<file path="config.mk">
export PLATFORM = sky130hd
export DESIGN_NAME = diatonic_chord_midi_generator_top
export DESIGN_NICKNAME = d
export VERILOG_FILES = /design/src/hw/rtl/dcmg_pkg.sv /design/src/hw/rtl/dcmg_burst_gen.sv /design/src/hw/rtl/diatonic_chord_midi_generator_top.sv
export VERILOG_INCLUDE_DIRS = /design/src /design/src/hw/rtl
export SDC_FILE = /design/constraint.sdc
export NUM_CORES = 1
export LEC_CHECK = 0
export BUFFER_PORTS_ARGS = -buffer_cell sky130_fd_sc_hd__buf_2
export CORE_MARGIN = 5
export CORE_UTILIZATION = 43
export DETAILED_ROUTE_END_ITERATION = 12
export SLEW_MARGIN = 15
export SYNTH_ARGS = -nofsm -noshare
export SYNTH_HDL_FRONTEND = slang
export SYNTH_SLANG_ARGS = --single-unit
</file>
<file path="constraint.sdc">
create_clock -name clk_i -period 5.25 [get_ports clk_i]
set_input_delay 0.7875 -clock clk_i [delete_from_list [all_inputs] [get_ports clk_i]]
set_output_delay 0.7875 -clock clk_i [all_outputs]
set_load 0.005 [all_outputs]
</file>
<file path="src/hw/rtl/diatonic_chord_midi_generator_top_macros.svh">
// ----------------------------------------------------------------------------
// Assertion macros for the diatonic chord MIDI generator
// Shared concurrent assertion forms, clocked on clk_i and disabled in reset.
// ----------------------------------------------------------------------------
`ifndef DIATONIC_CHORD_MIDI_GENERATOR_TOP_MACROS_SVH
`define DIATONIC_CHORD_MIDI_GENERATOR_TOP_MACROS_SVH

// Same-cycle implication.
`define DCMG_ASSERT_NOW(lbl, ante, cons, msg) \
  lbl: assert property (@(posedge clk_i) disable iff (!rst_ni) (ante) |-> (cons)) \
    else $error(msg);

// Next-cycle implication.
`define DCMG_ASSERT_NEXT(lbl, ante, cons, msg) \
  lbl: assert property (@(posedge clk_i) disable iff (!rst_ni) (ante) |=> (cons)) \
    else $error(msg);

`endif

</file>
<file path="src/hw/rtl/dcmg_pkg.sv">
// ----------------------------------------------------------------------------
// dcmg_pkg
// Types, codes and scale tables shared by the chord MIDI generator.
// ----------------------------------------------------------------------------
package dcmg_pkg;

  typedef enum logic [3:0] {
    CMD_CHORD     = 4'd0,
    CMD_OCT_UP    = 4'd1,
    CMD_OCT_DOWN  = 4'd2,
    CMD_TRANS_UP  = 4'd3,
    CMD_TRANS_DN  = 4'd4,
    CMD_SEVENTH   = 4'd5,
    CMD_ALTER     = 4'd6,
    CMD_WHEEL_UP  = 4'd7,
    CMD_WHEEL_DN  = 4'd8
  } cmd_e;

  typedef enum logic [1:0] {
    MSG_NOTE_ON  = 2'd0,
    MSG_NOTE_OFF = 2'd1,
    MSG_CTRL     = 2'd2
  } msg_kind_e;

  localparam int unsigned MaxMsgs = 5;
  localparam int unsigned CntW    = 3;
  localparam int unsigned NumDeg  = 7;

  localparam logic [2:0] DimDegree  = 3'd6;
  localparam logic [7:0] OctaveStep = 8'd12;
  localparam logic [6:0] VelOn      = 7'd127;
  localparam logic [6:0] VelOff     = 7'd0;
  localparam logic [6:0] WheelMax   = 7'd127;
  localparam logic [7:0] WheelCtrl  = 8'h01;

  typedef struct packed {
    logic [3:0] cmd;
    logic [2:0] chord_degree;
    logic       pressed;
  } in_item_t;

  typedef struct packed {
    logic [1:0] msg_kind;
    logic [7:0] note_or_control;
    logic [6:0] data_value;
    logic       last;
  } out_item_t;

  typedef struct packed {
    logic [7:0] octave_offset;
    logic [7:0] transpose_offset;
    logic       seventh_held;
    logic       alter_held;
    logic [6:0] wheel_level;
  } state_t;

  typedef struct packed {
    logic [CntW-1:0]            cnt;
    out_item_t [MaxMsgs-1:0]    msg;
  } burst_t;

  function automatic logic [7:0] root_note(logic [2:0] deg);
    logic [7:0] r;
    case (deg)
      3'd0:    r = 8'd60;
      3'd1:    r = 8'd62;
      3'd2:    r = 8'd64;
      3'd3:    r = 8'd65;
      3'd4:    r = 8'd67;
      3'd5:    r = 8'd69;
      3'd6:    r = 8'd71;
      default: r = 8'd0;
    endcase
    return r;
  endfunction

  // C, F and G are the major chords of the scale.
  function automatic logic is_major(logic [2:0] deg);
    return (deg == 3'd0) || (deg == 3'd3) || (deg == 3'd4);
  endfunction

  // Major seventh on C and F, minor seventh elsewhere.
  function automatic logic [7:0] seventh_step(logic [2:0] deg);
    return ((deg == 3'd0) || (deg == 3'd3)) ? 8'd11 : 8'd10;
  endfunction

endpackage

</file>
<file path="src/hw/rtl/dcmg_burst_gen.sv">
// ----------------------------------------------------------------------------
// dcmg_burst_gen
// Decodes one key event against the current state into the next state, the
// chord latch write and the burst of up to five MIDI messages it causes.
// ----------------------------------------------------------------------------
module dcmg_burst_gen (
  input  dcmg_pkg::in_item_t item_i,
  input  dcmg_pkg::state_t   state_i,
  input  logic [7:0]         latch_rd_i,
  output dcmg_pkg::state_t   state_o,
  output logic               latch_we_o,
  output logic [7:0]         latch_wd_o,
  output dcmg_pkg::burst_t   burst_o
);

  logic                       deg_ok;
  logic                       is_dim;
  logic [7:0]                 sum_off;
  logic [7:0]                 lat_off;
  logic [7:0]                 base;
  logic [7:0]                 third;
  logic [7:0]                 sev;
  logic [dcmg_pkg::CntW-1:0]  cnt;
  logic [1:0]                 kind;
  logic [6:0]                 val;
  logic [7:0]                 note [dcmg_pkg::MaxMsgs];

  assign deg_ok  = (item_i.chord_degree <= dcmg_pkg::DimDegree);
  assign is_dim  = (item_i.chord_degree == dcmg_pkg::DimDegree);
  assign sum_off = state_i.octave_offset + state_i.transpose_offset;
  // A press uses the offset it latches; a release uses the stored one.
  assign lat_off = item_i.pressed ? sum_off : latch_rd_i;
  assign base    = dcmg_pkg::root_note(item_i.chord_degree) + lat_off;
  assign third   = (dcmg_pkg::is_major(item_i.chord_degree) ^ state_i.alter_held) ?
                   8'd4 : 8'd3;
  assign sev     = dcmg_pkg::seventh_step(item_i.chord_degree);
  assign latch_wd_o = sum_off;

  always_comb begin
    state_o    = state_i;
    latch_we_o = 1'b0;
    cnt        = '0;
    kind       = dcmg_pkg::MSG_NOTE_ON;
    val        = dcmg_pkg::VelOn;
    for (int i = 0; i < dcmg_pkg::MaxMsgs; i++) begin
      note[i] = base;
    end

    case (dcmg_pkg::cmd_e'(item_i.cmd))
      dcmg_pkg::CMD_CHORD: begin
        if (deg_ok) begin
          if (item_i.pressed) begin
            latch_we_o = 1'b1;
            kind       = dcmg_pkg::MSG_NOTE_ON;
            val        = dcmg_pkg::VelOn;
            note[1]    = is_dim ? base + 8'd3 : base + 8'd7;
            note[2]    = is_dim ? base + 8'd6 : base + third;
            note[3]    = base + sev;
            cnt        = state_i.seventh_held ? 3'd4 : 3'd3;
          end else begin
            kind    = dcmg_pkg::MSG_NOTE_OFF;
            val     = dcmg_pkg::VelOff;
            note[1] = base + 8'd3;
            note[2] = is_dim ? base + 8'd6 : base + 8'd4;
            note[3] = is_dim ? base + sev : base + 8'd7;
            note[4] = base + sev;
            cnt     = is_dim ? 3'd4 : 3'd5;
          end
        end
      end
      dcmg_pkg::CMD_OCT_UP: begin
        if (item_i.pressed) begin
          state_o.octave_offset = state_i.octave_offset + dcmg_pkg::OctaveStep;
        end
      end
      dcmg_pkg::CMD_OCT_DOWN: begin
        if (item_i.pressed) begin
          state_o.octave_offset = state_i.octave_offset - dcmg_pkg::OctaveStep;
        end
      end
      dcmg_pkg::CMD_TRANS_UP: begin
        if (item_i.pressed) begin
          state_o.transpose_offset = state_i.transpose_offset + 8'd1;
        end
      end
      dcmg_pkg::CMD_TRANS_DN: begin
        if (item_i.pressed) begin
          state_o.transpose_offset = state_i.transpose_offset - 8'd1;
        end
      end
      dcmg_pkg::CMD_SEVENTH: begin
        state_o.seventh_held = item_i.pressed;
      end
      dcmg_pkg::CMD_ALTER: begin
        state_o.alter_held = item_i.pressed;
      end
      dcmg_pkg::CMD_WHEEL_UP: begin
        if (item_i.pressed) begin
          if (state_i.wheel_level != dcmg_pkg::WheelMax) begin
            state_o.wheel_level = state_i.wheel_level + 7'd1;
          end
          kind    = dcmg_pkg::MSG_CTRL;
          val     = state_o.wheel_level;
          note[0] = dcmg_pkg::WheelCtrl;
          cnt     = 3'd1;
        end
      end
      dcmg_pkg::CMD_WHEEL_DN: begin
        if (item_i.pressed) begin
          if (state_i.wheel_level != 7'd0) begin
            state_o.wheel_level = state_i.wheel_level - 7'd1;
          end
          kind    = dcmg_pkg::MSG_CTRL;
          val     = state_o.wheel_level;
          note[0] = dcmg_pkg::WheelCtrl;
          cnt     = 3'd1;
        end
      end
      default: begin
      end
    endcase

    burst_o.cnt = cnt;
    for (int i = 0; i < dcmg_pkg::MaxMsgs; i++) begin
      burst_o.msg[i].msg_kind        = kind;
      burst_o.msg[i].note_or_control = note[i];
      burst_o.msg[i].data_value      = val;
      burst_o.msg[i].last            = (dcmg_pkg::CntW'(i) == (cnt - 3'd1));
    end
  end

endmodule

</file>
<file path="src/hw/rtl/diatonic_chord_midi_generator_top.sv">
// ----------------------------------------------------------------------------
// diatonic_chord_midi_generator_top
// The first message of an event passes the input register and then the burst
// buffer before it is shown; the buffer loads only when it is free.
// The output sends one message beat per cycle while out_stall_i is low; an
// event that sends no messages only updates state and never waits on the buffer.
// The next key beat is taken while the previous burst is still draining.
// Reset (asynchronous, rst_ni low) clears offsets, modifiers, wheel level,
// all seven chord latches and both pipeline stages at once.
// ----------------------------------------------------------------------------
module diatonic_chord_midi_generator_top (
  input  logic                clk_i,
  input  logic                rst_ni,
  input  logic                in_valid_i,
  output logic                in_stall_o,
  input  dcmg_pkg::in_item_t  in_item_i,
  output logic                out_valid_o,
  input  logic                out_stall_i,
  output dcmg_pkg::out_item_t out_item_o
);

  // Input register: one key event waiting to be decoded.
  logic               in_vld_q, in_vld_d;
  dcmg_pkg::in_item_t in_q;

  // Architectural state. The chord latches are seven flops rows cleared by
  // reset; each is read only at the degree of the decoded event.
  dcmg_pkg::state_t   st_q, st_d;
  logic [7:0]         latch_q [dcmg_pkg::NumDeg];
  logic [7:0]         latch_rd;
  logic               latch_we;
  logic [7:0]         latch_wd;

  // Burst buffer: the messages of one event, shifted out from entry zero.
  dcmg_pkg::burst_t   gen_burst;
  dcmg_pkg::out_item_t msg_q [dcmg_pkg::MaxMsgs];
  logic [dcmg_pkg::CntW-1:0] buf_cnt_q, buf_cnt_d;

  logic pop;
  logic buf_free;
  logic adv;
  logic load;
  logic accept;

  // Degree seven has no latch; its read is forced to zero and never used.
  assign latch_rd = (in_q.chord_degree <= dcmg_pkg::DimDegree) ?
                    latch_q[in_q.chord_degree] : 8'd0;

  dcmg_burst_gen u_gen (
    .item_i     (in_q),
    .state_i    (st_q),
    .latch_rd_i (latch_rd),
    .state_o    (st_d),
    .latch_we_o (latch_we),
    .latch_wd_o (latch_wd),
    .burst_o    (gen_burst)
  );

  // An output beat leaves when shown and not stalled.
  assign out_valid_o = (buf_cnt_q != '0);
  assign out_item_o  = msg_q[0];
  assign pop         = out_valid_o && !out_stall_i;

  // The buffer can take a new burst when empty or when its last beat leaves.
  assign buf_free = (buf_cnt_q == '0) || ((buf_cnt_q == 3'd1) && pop);

  // An event with no messages only updates state, so it never waits on the
  // buffer. State updates happen here, strictly in event order.
  assign adv  = in_vld_q && ((gen_burst.cnt == '0) || buf_free);
  assign load = adv && (gen_burst.cnt != '0);

  assign in_stall_o = in_vld_q && !adv;
  assign accept     = in_valid_i && !in_stall_o;

  always_comb begin
    in_vld_d = in_vld_q;
    if (accept) begin
      in_vld_d = 1'b1;
    end else if (adv) begin
      in_vld_d = 1'b0;
    end
  end

  always_comb begin
    buf_cnt_d = buf_cnt_q;
    if (load) begin
      buf_cnt_d = gen_burst.cnt;
    end else if (pop) begin
      buf_cnt_d = buf_cnt_q - 3'd1;
    end
  end

  always_ff @(posedge clk_i or negedge rst_ni) begin
    if (!rst_ni) begin
      in_vld_q  <= 1'b0;
      buf_cnt_q <= '0;
      st_q      <= '0;
      for (int i = 0; i < dcmg_pkg::NumDeg; i++) begin
        latch_q[i] <= 8'd0;
      end
    end else begin
      in_vld_q  <= in_vld_d;
      buf_cnt_q <= buf_cnt_d;
      if (adv) begin
        st_q <= st_d;
        if (latch_we) begin
          latch_q[in_q.chord_degree] <= latch_wd;
        end
      end
    end
  end

  // Payload registers carry no reset.
  always_ff @(posedge clk_i) begin
    if (accept) begin
      in_q <= in_item_i;
    end
    if (load) begin
      for (int i = 0; i < dcmg_pkg::MaxMsgs; i++) begin
        msg_q[i] <= gen_burst.msg[i];
      end
    end else if (pop) begin
      for (int i = 0; i < dcmg_pkg::MaxMsgs - 1; i++) begin
        msg_q[i] <= msg_q[i+1];
      end
    end
  end

  `include "diatonic_chord_midi_generator_top_macros.svh"

  // A stalled beat keeps its place in the burst.
  `DCMG_ASSERT_NEXT(a_hold_cnt, out_valid_o && out_stall_i, $stable(buf_cnt_q), "burst moved while stalled")
  // The last flag marks exactly the final buffered beat.
  `DCMG_ASSERT_NOW(a_last_flag, out_valid_o, out_item_o.last == (buf_cnt_q == 3'd1), "last flag out of step with burst count")
  // The buffer never holds more than one event's burst.
  `DCMG_ASSERT_NOW(a_cnt_max, 1'b1, buf_cnt_q <= 3'd5, "burst count exceeds five")
  // Input stalls only when an event is waiting on a busy buffer.
  `DCMG_ASSERT_NOW(a_stall_cause, in_stall_o, in_vld_q && (buf_cnt_q != '0), "input stalled with nothing pending")

endmodule
</file>
==> flow_metrics.env, run 1 <==
export IMPL_fillers=2208
export IMPL_peakVddDrop_uv=227
export IMPL_synth_simple_area_share_pct=13.0
export IMPL_p_leak_uw=0.00456
export IMPL_yosys_area_top_type_share_pct=28.7
export IMPL_netlist_instances=965
export IMPL_drc=0
export IMPL_cts_setup_buffers=0
export IMPL_grt_pass1_wl_um=35300
export IMPL_insertion_delay_ns=0.44
export IMPL_yosys_area_share_adder_pct=6.22
export IMPL_cts_root_buf="clkbuf_16"
export IMPL_place_area_sq_um=10600
export IMPL_crit_chain="nor2b_1, buf_4, nand2_1, o211ai_1, o21ai_0, o21ai_0, fa_1, inv_1, ha_1, a21boi_0, a221oi_1, o21ai_0, nor3_1, or3_1, o21ai_0, a31oi_1"
export IMPL_seq_area_sq_um=5020
export IMPL_seq_area_frac_synth_pct=49.0
export IMPL_synthArstFlopShare_pct=45.9
export IMPL_worstSetupEndpointType="register"
export IMPL_hold_path_class="in -> async"
export IMPL_drtAntennaViolNets=0
export IMPL_design_area_sq_um=11200
export IMPL_rows=56
export IMPL_synth_xor_area_share_pct=5.10
export IMPL_grt_max_degree=65
export IMPL_synth_seq_cells=181
export IMPL_core_sq_um=23500
export IMPL_vias_per_cell=5.33
export IMPL_report_final_hold_viol_count=0
export IMPL_htreeDepth=4
export IMPL_cts_clk_slew_worst_paths_ns=0.07
export IMPL_ys_top_cells_by_count="nand2_1 (115), edfxtp_1 (98), nor2_1 (85)"
export IMPL_io_buffers=31
export IMPL_hpwl_um=14600
export IMPL_die_h_um=164
export IMPL_min_period_over_period_pct=88.0
export IMPL_drtIter0Drc=502
export IMPL_syn_avg_cell_area_sq_um=10.6
export IMPL_cp_arrival_ns=4.79
export IMPL_fin_skew_ns=0.0101
export IMPL_die_area_sq_um=27000
export IMPL_synth_top_area_cell="edfxtp_1"
export IMPL_synthMuxAreaShare_pct=7.45
export IMPL_clk_path_buf_depth=2
export IMPL_drive_above_1_share_pct=15.8
export IMPL_startpoint_type="register"
export IMPL_synth_top_family_by_area="compound AO/OA/AOI/OAI gates"
export IMPL_cpPeakStageDelay_ns=0.68
export IMPL_hold_ws_ns=0.228
export IMPL_max_slew_margin_pct=41.9
export IMPL_cp_depth=16
export IMPL_synth_flop_cell="edfxtp_1"
export IMPL_rsz0062_at_grt="no"
export IMPL_num_vias=6930
export IMPL_finalWirelength_um=21100
export IMPL_fmax_mhz=216
export IMPL_grt_pass1_vias=6860
export IMPL_antennaDiodeCount=0
export IMPL_firstDrtPassIters=5
export IMPL_worst_path_max_delay_cell="edfxtp_1"
export IMPL_finalSetupViolations=0
export IMPL_cts_hold_buf=0
export IMPL_post_route_min_period_ns=4.62
export IMPL_critPathBufInv=2
export IMPL_initial_core_util_pct=43.7
export IMPL_fin_util_pct=47.8
export IMPL_antenna_found_initial=0
export IMPL_tightest_slew_ns=0.866
export IMPL_synth_area_leaders="edfxtp_1 (29%), dfrtp_1 (20%), ha_1 (5.2%)"
export IMPL_grt_overflow_total=0
export IMPL_critPathKind="reg -> reg"
export IMPL_required_ns=5.42
export IMPL_synth_distinct_cells=73
export IMPL_worstPathMaxFanout=13
export IMPL_wl_per_cell_um=16.2
export IMPL_synth_compound_area_share_pct=15.1
export IMPL_cts_resized=0
export IMPL_path_common_cell="o21ai_0"
export IMPL_cts_made_buffers=17
export IMPL_total_power_uw=5280
export IMPL_outcome="completed"
export IMPL_finalMaxSlewViolations=0
export IMPL_die_x_um=164
export IMPL_grt_usage_pct=16.4
export IMPL_maxCapViolCount=0
export IMPL_fin_tns_setup_ns=0
export IMPL_yosysWarnings=0
export IMPL_clock_sinks=181
export IMPL_cpLargestDelayFamily="compound AO/OA/AOI/OAI gates"
export IMPL_power_density_nw_per_um2=471
export IMPL_syn_num_nets=1025
export IMPL_synth_edff_count=98
export IMPL_syn_to_final_growth_pct=9.47
export IMPL_syn_area_sq_um=10300
export IMPL_yosysMostFrequentCell="nand2_1"
export IMPL_place_congestion=0.875
export IMPL_cts_tree="built"
export IMPL_nNetsFinal=1029
export IMPL_reg2reg_depth=16
export IMPL_top_level_ports=32
export IMPL_multi_input_area_sq_um=4820
[power by group]
part,leakage [uW],internal (uW),switching (uW)
combinational,0.00225,786,1180
sequential,0.00203,1890,160
clock,0.000283,636,632
total,0.00456,3310,1970
[placed cells by master (no fill, tap or decap), drive strengths merged, types with 5 or more instances in the layout]
cell,instances
a211oi,9
o31ai,8
buf,50
fa,5
nand2,115
o21a,25
nand2b,9
ha,43
mux4,8
inv,32
and2,7
nand3,15
mux2i,11
xor2,16
nor3,18
edfxtp,98
a31oi,7
nor2,89
dfrtp,83
mux2,42
a21o,14
and3,5
clkbuf,17
a21oi,55
xnor2,42
clkinv,6
o21ai,69
nor2b,12
o211ai,12
[per-stage QoR]
step | setup slack (ns) | cells
floorplan | 0.612 | 965
global placement | 0.805 | 1269
detailed placement | 0.702 | 1269
CTS | 0.682 | 1301
global route | 0.210 | 1301
finish | 0.629 | 1301
[path summary, 6_finish.rpt]
kind	start	to	slack [ns]
min in group clk_i	latch_q[55]$_DFFE_PN0P_	latch_q[55]$_DFFE_PN0P_	0.48
min reg2reg	latch_q[55]$_DFFE_PN0P_	latch_q[55]$_DFFE_PN0P_	0.48
max reg2reg	in_q[2]$_DFFE_PP_	msg_q[0][31]$_DFFE_PP_	0.63
max in group asynchronous	rst_ni	latch_q[4]$_DFFE_PN0P_	3.91
max	in_q[2]$_DFFE_PP_	msg_q[0][31]$_DFFE_PP_	0.63
min	rst_ni	st_q[14]$_DFFE_PN0P_	0.23
[worst reg2reg max path, stage by stage, from the launching register on]
cell	delay [ns]
edfxtp_1	0.68
nor2b_1	0.24
buf_4	0.19
nand2_1	0.06
o211ai_1	0.08
o21ai_0	0.10
o21ai_0	0.35
fa_1	0.64
inv_1	0.25
ha_1	0.25
a21boi_0	0.37
a221oi_1	0.12
o21ai_0	0.44
nor3_1	0.13
or3_1	0.32
o21ai_0	0.08
a31oi_1	0.05
[area by class of cell]
class | instances | area share (%)
multi-input cells | 695 | 42.9
flip-flops and latches | 181 | 44.7
repair buffers | 50 | 2.79
inverters | 24 | 0.803
clock buffers | 17 | 3.79
clock inverters | 15 | 1.39
well taps | 319 | 3.56
[layer usage]
layer / global-route usage [%] / part of all wire (%) / vias up
met2: 25.9 / 46 / 122
met4: 5.71 / 2.0 / 0
met1: 23.1 / 49 / 3316
met3: 2.80 / 3.4 / 28
met5: 0 / 0 / -
li1: - / - / 3464
[registers in the layout, summed over array words and instances (netlist names)]
register / flops
msg_q: 90
latch_q: 56
st_q: 23
in_q: 8
buf_cnt_q: 3
in_vld_q: 1
[cells by family (layout without fill, tap and decap cells)]
logic type	count (synthesis)	count (layout)
muxes	61	61
buffers and inverters	89	106
and+or+nand+nor	290	290
AOI/OAI and AO/OA	238	238
adders and majority gates	48	48
DFF	181	181
xor gates and xnor gates	58	58
No activity file was read; power rests on OpenSTA's default activity.
==> run 2: changes to the inputs <==
--- a/config.mk
+++ b/config.mk
@@ -7,7 +7,6 @@
 export NUM_CORES = 1
 export LEC_CHECK = 0
 export BUFFER_PORTS_ARGS = -buffer_cell sky130_fd_sc_hd__buf_2
-export CORE_MARGIN = 5
 export CORE_UTILIZATION = 43
 export DETAILED_ROUTE_END_ITERATION = 12
 export SLEW_MARGIN = 15
==> flow_metrics.env, run 2 (synthesis results as in run 1) <==
export IMPL_outcome="completed"
export IMPL_antenna_found_initial=0
export IMPL_peakVddDrop_uv=214
export IMPL_grt_max_degree=73
export IMPL_grt_overflow_total=0
export IMPL_design_area_sq_um=11200
export IMPL_die_x_um=156
export IMPL_fin_util_pct=48.0
export IMPL_core_sq_um=23400
export IMPL_insertion_delay_ns=0.45
export IMPL_max_slew_margin_pct=34.2
export IMPL_rsz0062_at_grt="no"
export IMPL_top_level_ports=32
export IMPL_antennaDiodeCount=0
export IMPL_report_final_hold_viol_count=0
export IMPL_cts_resized=0
export IMPL_num_vias=7001
export IMPL_drc=0
export IMPL_rows=56
export IMPL_grt_pass1_vias=6779
export IMPL_firstDrtPassIters=5
export IMPL_cts_tree="built"
export IMPL_fin_skew_ns=0.0170
export IMPL_io_buffers=31
export IMPL_final_cell_mix="nand2_1 (115), edfxtp_1 (98), nor2_1 (84)"
export IMPL_post_route_min_period_ns=4.50
export IMPL_largestRegisters="msg_q x90, latch_q x56, st_q x23"
export IMPL_critPathKind="reg -> reg"
export IMPL_die_h_um=156
export IMPL_cts_setup_buffers=0
export IMPL_fmax_mhz=222
export IMPL_worstPathMaxFanout=21
export IMPL_r2r_setup_slack_ns=0.75
export IMPL_cp_arrival_ns=4.66
export IMPL_cts_hold_buf=0
export IMPL_instances_no_fill=1301
export IMPL_syn_to_final_growth_pct=9.58
export IMPL_fin_tns_setup_ns=0
export IMPL_finalWirelength_um=21000
export IMPL_tightest_slew_ns=0.987
export IMPL_drive_above_1_share_pct=15.8
export IMPL_layout_commonest_cell="nand2_1"
export IMPL_power_density_nw_per_um2=472
export IMPL_drtIter0Drc=397
export IMPL_cts_root_buf="clkbuf_16"
export IMPL_min_period_over_period_pct=85.7
export IMPL_worstSetupEndpointType="register"
export IMPL_wl_per_cell_um=16.1
export IMPL_clk_path_buf_depth=2
export IMPL_htreeDepth=4
export IMPL_finalMaxSlewViolations=0
export IMPL_hold_path_class="in -> async"
export IMPL_largest_reg_flops=90
export IMPL_hold_ws_ns=0.296
export IMPL_cts_clk_slew_worst_paths_ns=0.08
export IMPL_cts_made_buffers=17
export IMPL_grt_usage_pct=18.3
export IMPL_initial_core_util_pct=43.8
export IMPL_required_ns=5.41
export IMPL_die_area_sq_um=24500
export IMPL_place_area_sq_um=10600
export IMPL_drtAntennaViolNets=0
export IMPL_maxCapViolCount=0
export IMPL_regMostFlops="msg_q"
export IMPL_hpwl_um=14500
export IMPL_vias_per_cell=5.38
export IMPL_nNetsFinal=1029
export IMPL_place_congestion=0.854
export IMPL_startpoint_type="register"
export IMPL_finalSetupViolations=0
export IMPL_grt_pass1_wl_um=34900
export IMPL_clock_sinks=181
export IMPL_dp_cells=1269
export IMPL_p_leak_uw=0.00457
## run 2: changes by cell type in the layout (fill, tap and decap cells not counted)
cell      delta
inv_8        +2
inv_6        -4
buf_12       -1
clkinv_2     -1
buf_4        +1
clkinv_4     +1
clkinv_8     +2
## run 2: area by class of cell
cell class                 instances  area (sq um)
clock buffer                      17           425
inverter                          24          90.1
multi-input combinational        695          4820
clock inverter                    15           180
sequential                       181          5020
fill                            2266         12200
timing repair buffer              50           300
tap                              319           399
## run 2: through the flow
step | setup slack (ns) | power (uW)
after detailed placement | 0.755 | 4060
after CTS | 0.756 | 5350
after floorplan | 0.612 | 3580
after global routing | 0.361 | 5680
final | 0.752 | 5300
after global placement | 0.838 | 4020
## run 2: report_power, final
group / switching (uW) / leakage (uW) / internal (uW) / total (uW)
logic: 1190 / 0.00225 / 778 / 1970
clock network: 637 / 0.000291 / 645 / 1280
registers: 163 / 0.00203 / 1890 / 2060
## run 2: path summary, 6_finish.rpt
check	from	to	depth (start not counted)
hold reg to reg	latch_q[32]$_DFFE_PN0P_	latch_q[32]$_DFFE_PN0P_	2
min in group clk_i	latch_q[32]$_DFFE_PN0P_	latch_q[32]$_DFFE_PN0P_	2
hold / removal	rst_ni	st_q[0]$_DFFE_PN0P_	1
max in group asynchronous	rst_ni	latch_q[2]$_DFFE_PN0P_	2
setup / recovery	in_q[1]$_DFFE_PP_	msg_q[0][31]$_DFFE_PP_	18
setup reg to reg	in_q[1]$_DFFE_PP_	msg_q[0][31]$_DFFE_PP_	18
## run 2: layer usage
layer	share of wire, %	wire [um]	global-route usage, %
met3	2.8	594	2.96
met4	1.7	354	6.12
met5	0	0	0
met2	47	9860	29.6
met1	48	10200	24.9
## run 2: worst max-delay path: stages (launching register included)
cell,delay (ns)
edfxtp_1,0.44
buf_4,0.26
nor2b_1,0.14
buf_4,0.17
nand2_1,0.06
o211ai_1,0.08
o21ai_0,0.10
o21ai_0,0.26
ha_1,0.27
fa_1,0.58
inv_1,0.24
ha_1,0.23
a21boi_0,0.33
a221oi_1,0.13
o21ai_0,0.36
nor3_1,0.13
or3_1,0.32
o21ai_0,0.07
a31oi_1,0.05
==> run 3: changes to the inputs <==
--- a/config.mk
+++ b/config.mk
@@ -9,7 +9,8 @@
 export BUFFER_PORTS_ARGS = -buffer_cell sky130_fd_sc_hd__buf_2
 export CORE_UTILIZATION = 43
 export DETAILED_ROUTE_END_ITERATION = 12
-export SLEW_MARGIN = 15
+export REMOVE_ABC_BUFFERS = 1
+export SLEW_MARGIN = 20
 export SYNTH_ARGS = -nofsm -noshare
 export SYNTH_HDL_FRONTEND = slang
 export SYNTH_SLANG_ARGS = --single-unit
==> flow_metrics.env, run 3 (synthesis results as in run 1) <==
export IMPL_outcome="completed"
export IMPL_place_congestion=0.848
export IMPL_p_clk_share_pct=24.7
export IMPL_rows=56
export IMPL_hold_path_class="in -> async"
export IMPL_cts_setup_buffers=0
export IMPL_p_int_uw=3350
export IMPL_report_final_hold_viol_count=0
export IMPL_cts_tree="built"
export IMPL_post_route_min_period_ns=4.60
export IMPL_die_x_um=156
export IMPL_fmax_mhz=217
export IMPL_largestRegisters="msg_q x90, latch_q x56, st_q x23"
export IMPL_top_level_ports=32
export IMPL_largest_reg_flops=90
export IMPL_antenna_found_initial=0
export IMPL_min_period_over_period_pct=87.6
export IMPL_wl_per_cell_um=16.5
export IMPL_crit_chain="mux4_2, o21ai_0, o21ai_0, ha_1, fa_1, xor2_1, buf_4, inv_1, ha_1, a21boi_0, a221oi_1, o21ai_0, nor3_1, or3_1, o21ai_0, a31oi_1"
export IMPL_startpoint_type="register"
export IMPL_io_buffers=31
export IMPL_finalSetupViolations=0
export IMPL_cp_arrival_ns=4.77
export IMPL_design_area_sq_um=11200
export IMPL_cts_resized=0
export IMPL_final_cell_mix="nand2_1 (115), edfxtp_1 (98), nor2_1 (84)"
export IMPL_worst_path_max_delay_cell="edfxtp_1"
export IMPL_critPathKind="reg -> reg"
export IMPL_cts_root_buf="clkbuf_16"
export IMPL_hold_ws_ns=0.320
export IMPL_seq_area_sq_um=5020
export IMPL_drive_above_1_share_pct=15.9
export IMPL_grt_usage_pct=18.6
export IMPL_num_vias=6989
export IMPL_tightest_slew_ns=0.861
export IMPL_finalWirelength_um=21400
export IMPL_drtAntennaViolNets=0
export IMPL_grt_pass1_vias=6645
export IMPL_place_ws_ns=0.658
export IMPL_worstSetupEndpointType="register"
export IMPL_vias_per_cell=5.37
export IMPL_fin_tns_setup_ns=0
export IMPL_die_h_um=156
export IMPL_required_ns=5.42
export IMPL_antennaDiodeCount=0
export IMPL_grt_max_degree=46
export IMPL_finalMaxSlewViolations=0
export IMPL_fillers=2198
export IMPL_initial_core_util_pct=43.8
export IMPL_firstDrtPassIters=4
export IMPL_grt_pass1_wl_um=35300
export IMPL_worstPathMaxFanout=15
export IMPL_p_sw_uw=1990
export IMPL_fin_util_pct=48.0
export IMPL_clock_sinks=181
export IMPL_grt_overflow_total=0
export IMPL_maxCapViolCount=0
export IMPL_cts_hold_buf=0
export IMPL_htreeDepth=4
export IMPL_p_sw_share_pct=37.2
export IMPL_multi_input_area_sq_um=4820
export IMPL_die_area_sq_um=24500
export IMPL_comb_power_share_pct=36.8
export IMPL_fin_skew_ns=0.0144
export IMPL_cpLargestDelayFamily="compound AO/OA/AOI/OAI gates"
export IMPL_max_slew_margin_pct=42.3
export IMPL_cts_made_buffers=17
export IMPL_cts_clk_slew_worst_paths_ns=0.08
export IMPL_p_leak_uw=0.00457
export IMPL_peakVddDrop_uv=256
export IMPL_syn_to_final_growth_pct=9.61
export IMPL_setup_ws_ns=0.649
export IMPL_insertion_delay_ns=0.45
export IMPL_place_area_sq_um=10600
export IMPL_clk_path_buf_depth=2
export IMPL_rsz0062_at_grt="no"
export IMPL_path_common_cell="o21ai_0"
export IMPL_core_sq_um=23400
export IMPL_seqPwrFrac_pct=38.6
export IMPL_layout_commonest_cell="nand2_1"
export IMPL_drtIter0Drc=414
export IMPL_drc=0
export IMPL_hpwl_um=14800
export IMPL_power_density_nw_per_um2=475
export IMPL_cpPeakStageDelay_ns=0.72
export IMPL_regMostFlops="msg_q"
export IMPL_nNetsFinal=1030
export IMPL_critPathBufInv=2
==> run 3: cell types whose count changed in the layout (fill, tap and decap cells not counted), sizes merged <==
cell | previous run | this run
clkinv | 8 | 2
inv | 30 | 34
buf | 50 | 51
bufinv | 0 | 1
clkinvlp | 1 | 2
==> run 3: cell type report <==
type	instances	share of cell area [%]
timing repair buffer	51	2.74
sequential	181	44.7
tap	319	3.55
clock buffer	17	3.79
inverter	24	0.802
multi-input combinational	695	42.9
clock inverter	15	1.56
==> run 3: worst register-to-register path, delay by kind of cell (launching register included) <==
kind | cells | cell delay (ns)
multiplexers | 1 | 0.40
AO/OA/AOI/OAI | 7 | 1.25
flip-flops | 1 | 0.72
adder cells (fa/ha/maj) | 3 | 0.93
AND/OR/NAND/NOR | 2 | 0.47
XOR/XNOR | 1 | 0.18
buffers and inverters | 2 | 0.37
==> run 3: routing by layer <==
metal	track usage, %	part of all wire (%)	vias up
met1	25.0	48	3388
met3	2.80	2.7	23
met2	30.4	47	104
met5	0	0	-
li1	-	-	3474
met4	6.54	1.9	0
==> run 3: path summary, 6_finish.rpt <==
kind,cells after the start,start,slack [ns],endpoint
worst min register to register,2,latch_q[39]$_DFFE_PN0P_,0.48,latch_q[39]$_DFFE_PN0P_
max in group asynchronous,2,rst_ni,3.95,st_q[22]$_DFFE_PN0P_
worst max-delay path,16,in_q[2]$_DFFE_PP_,0.65,msg_q[0][31]$_DFFE_PP_
worst max register to register,16,in_q[2]$_DFFE_PP_,0.65,msg_q[0][31]$_DFFE_PP_
worst min-delay path,1,rst_ni,0.32,latch_q[46]$_DFFE_PN0P_
min in group clk_i,2,latch_q[39]$_DFFE_PN0P_,0.48,latch_q[39]$_DFFE_PN0P_
==> run 3: power groups by stage <==
| stage | clock network [uW] | registers, uW | logic (uW) |
|---|---|---|---|
| floorplan | 0 | 2060 | 1440 |
| global placement | 0 | 2080 | 1950 |
| detailed placement | 0 | 2090 | 1960 |
| CTS | 1340 | 2060 | 1970 |
| global route | 1400 | 2090 | 2220 |
| finish | 1320 | 2060 | 1960 |
==> run 3: per-stage QoR <==
stage	power, uW	std cells
3_5_place_dp	4050	1270
3_3_place_gp	4030	1270
6_report	5340	1302
5_1_grt	5710	1302
4_1_cts	5370	1302
2_1_floorplan	3500	900
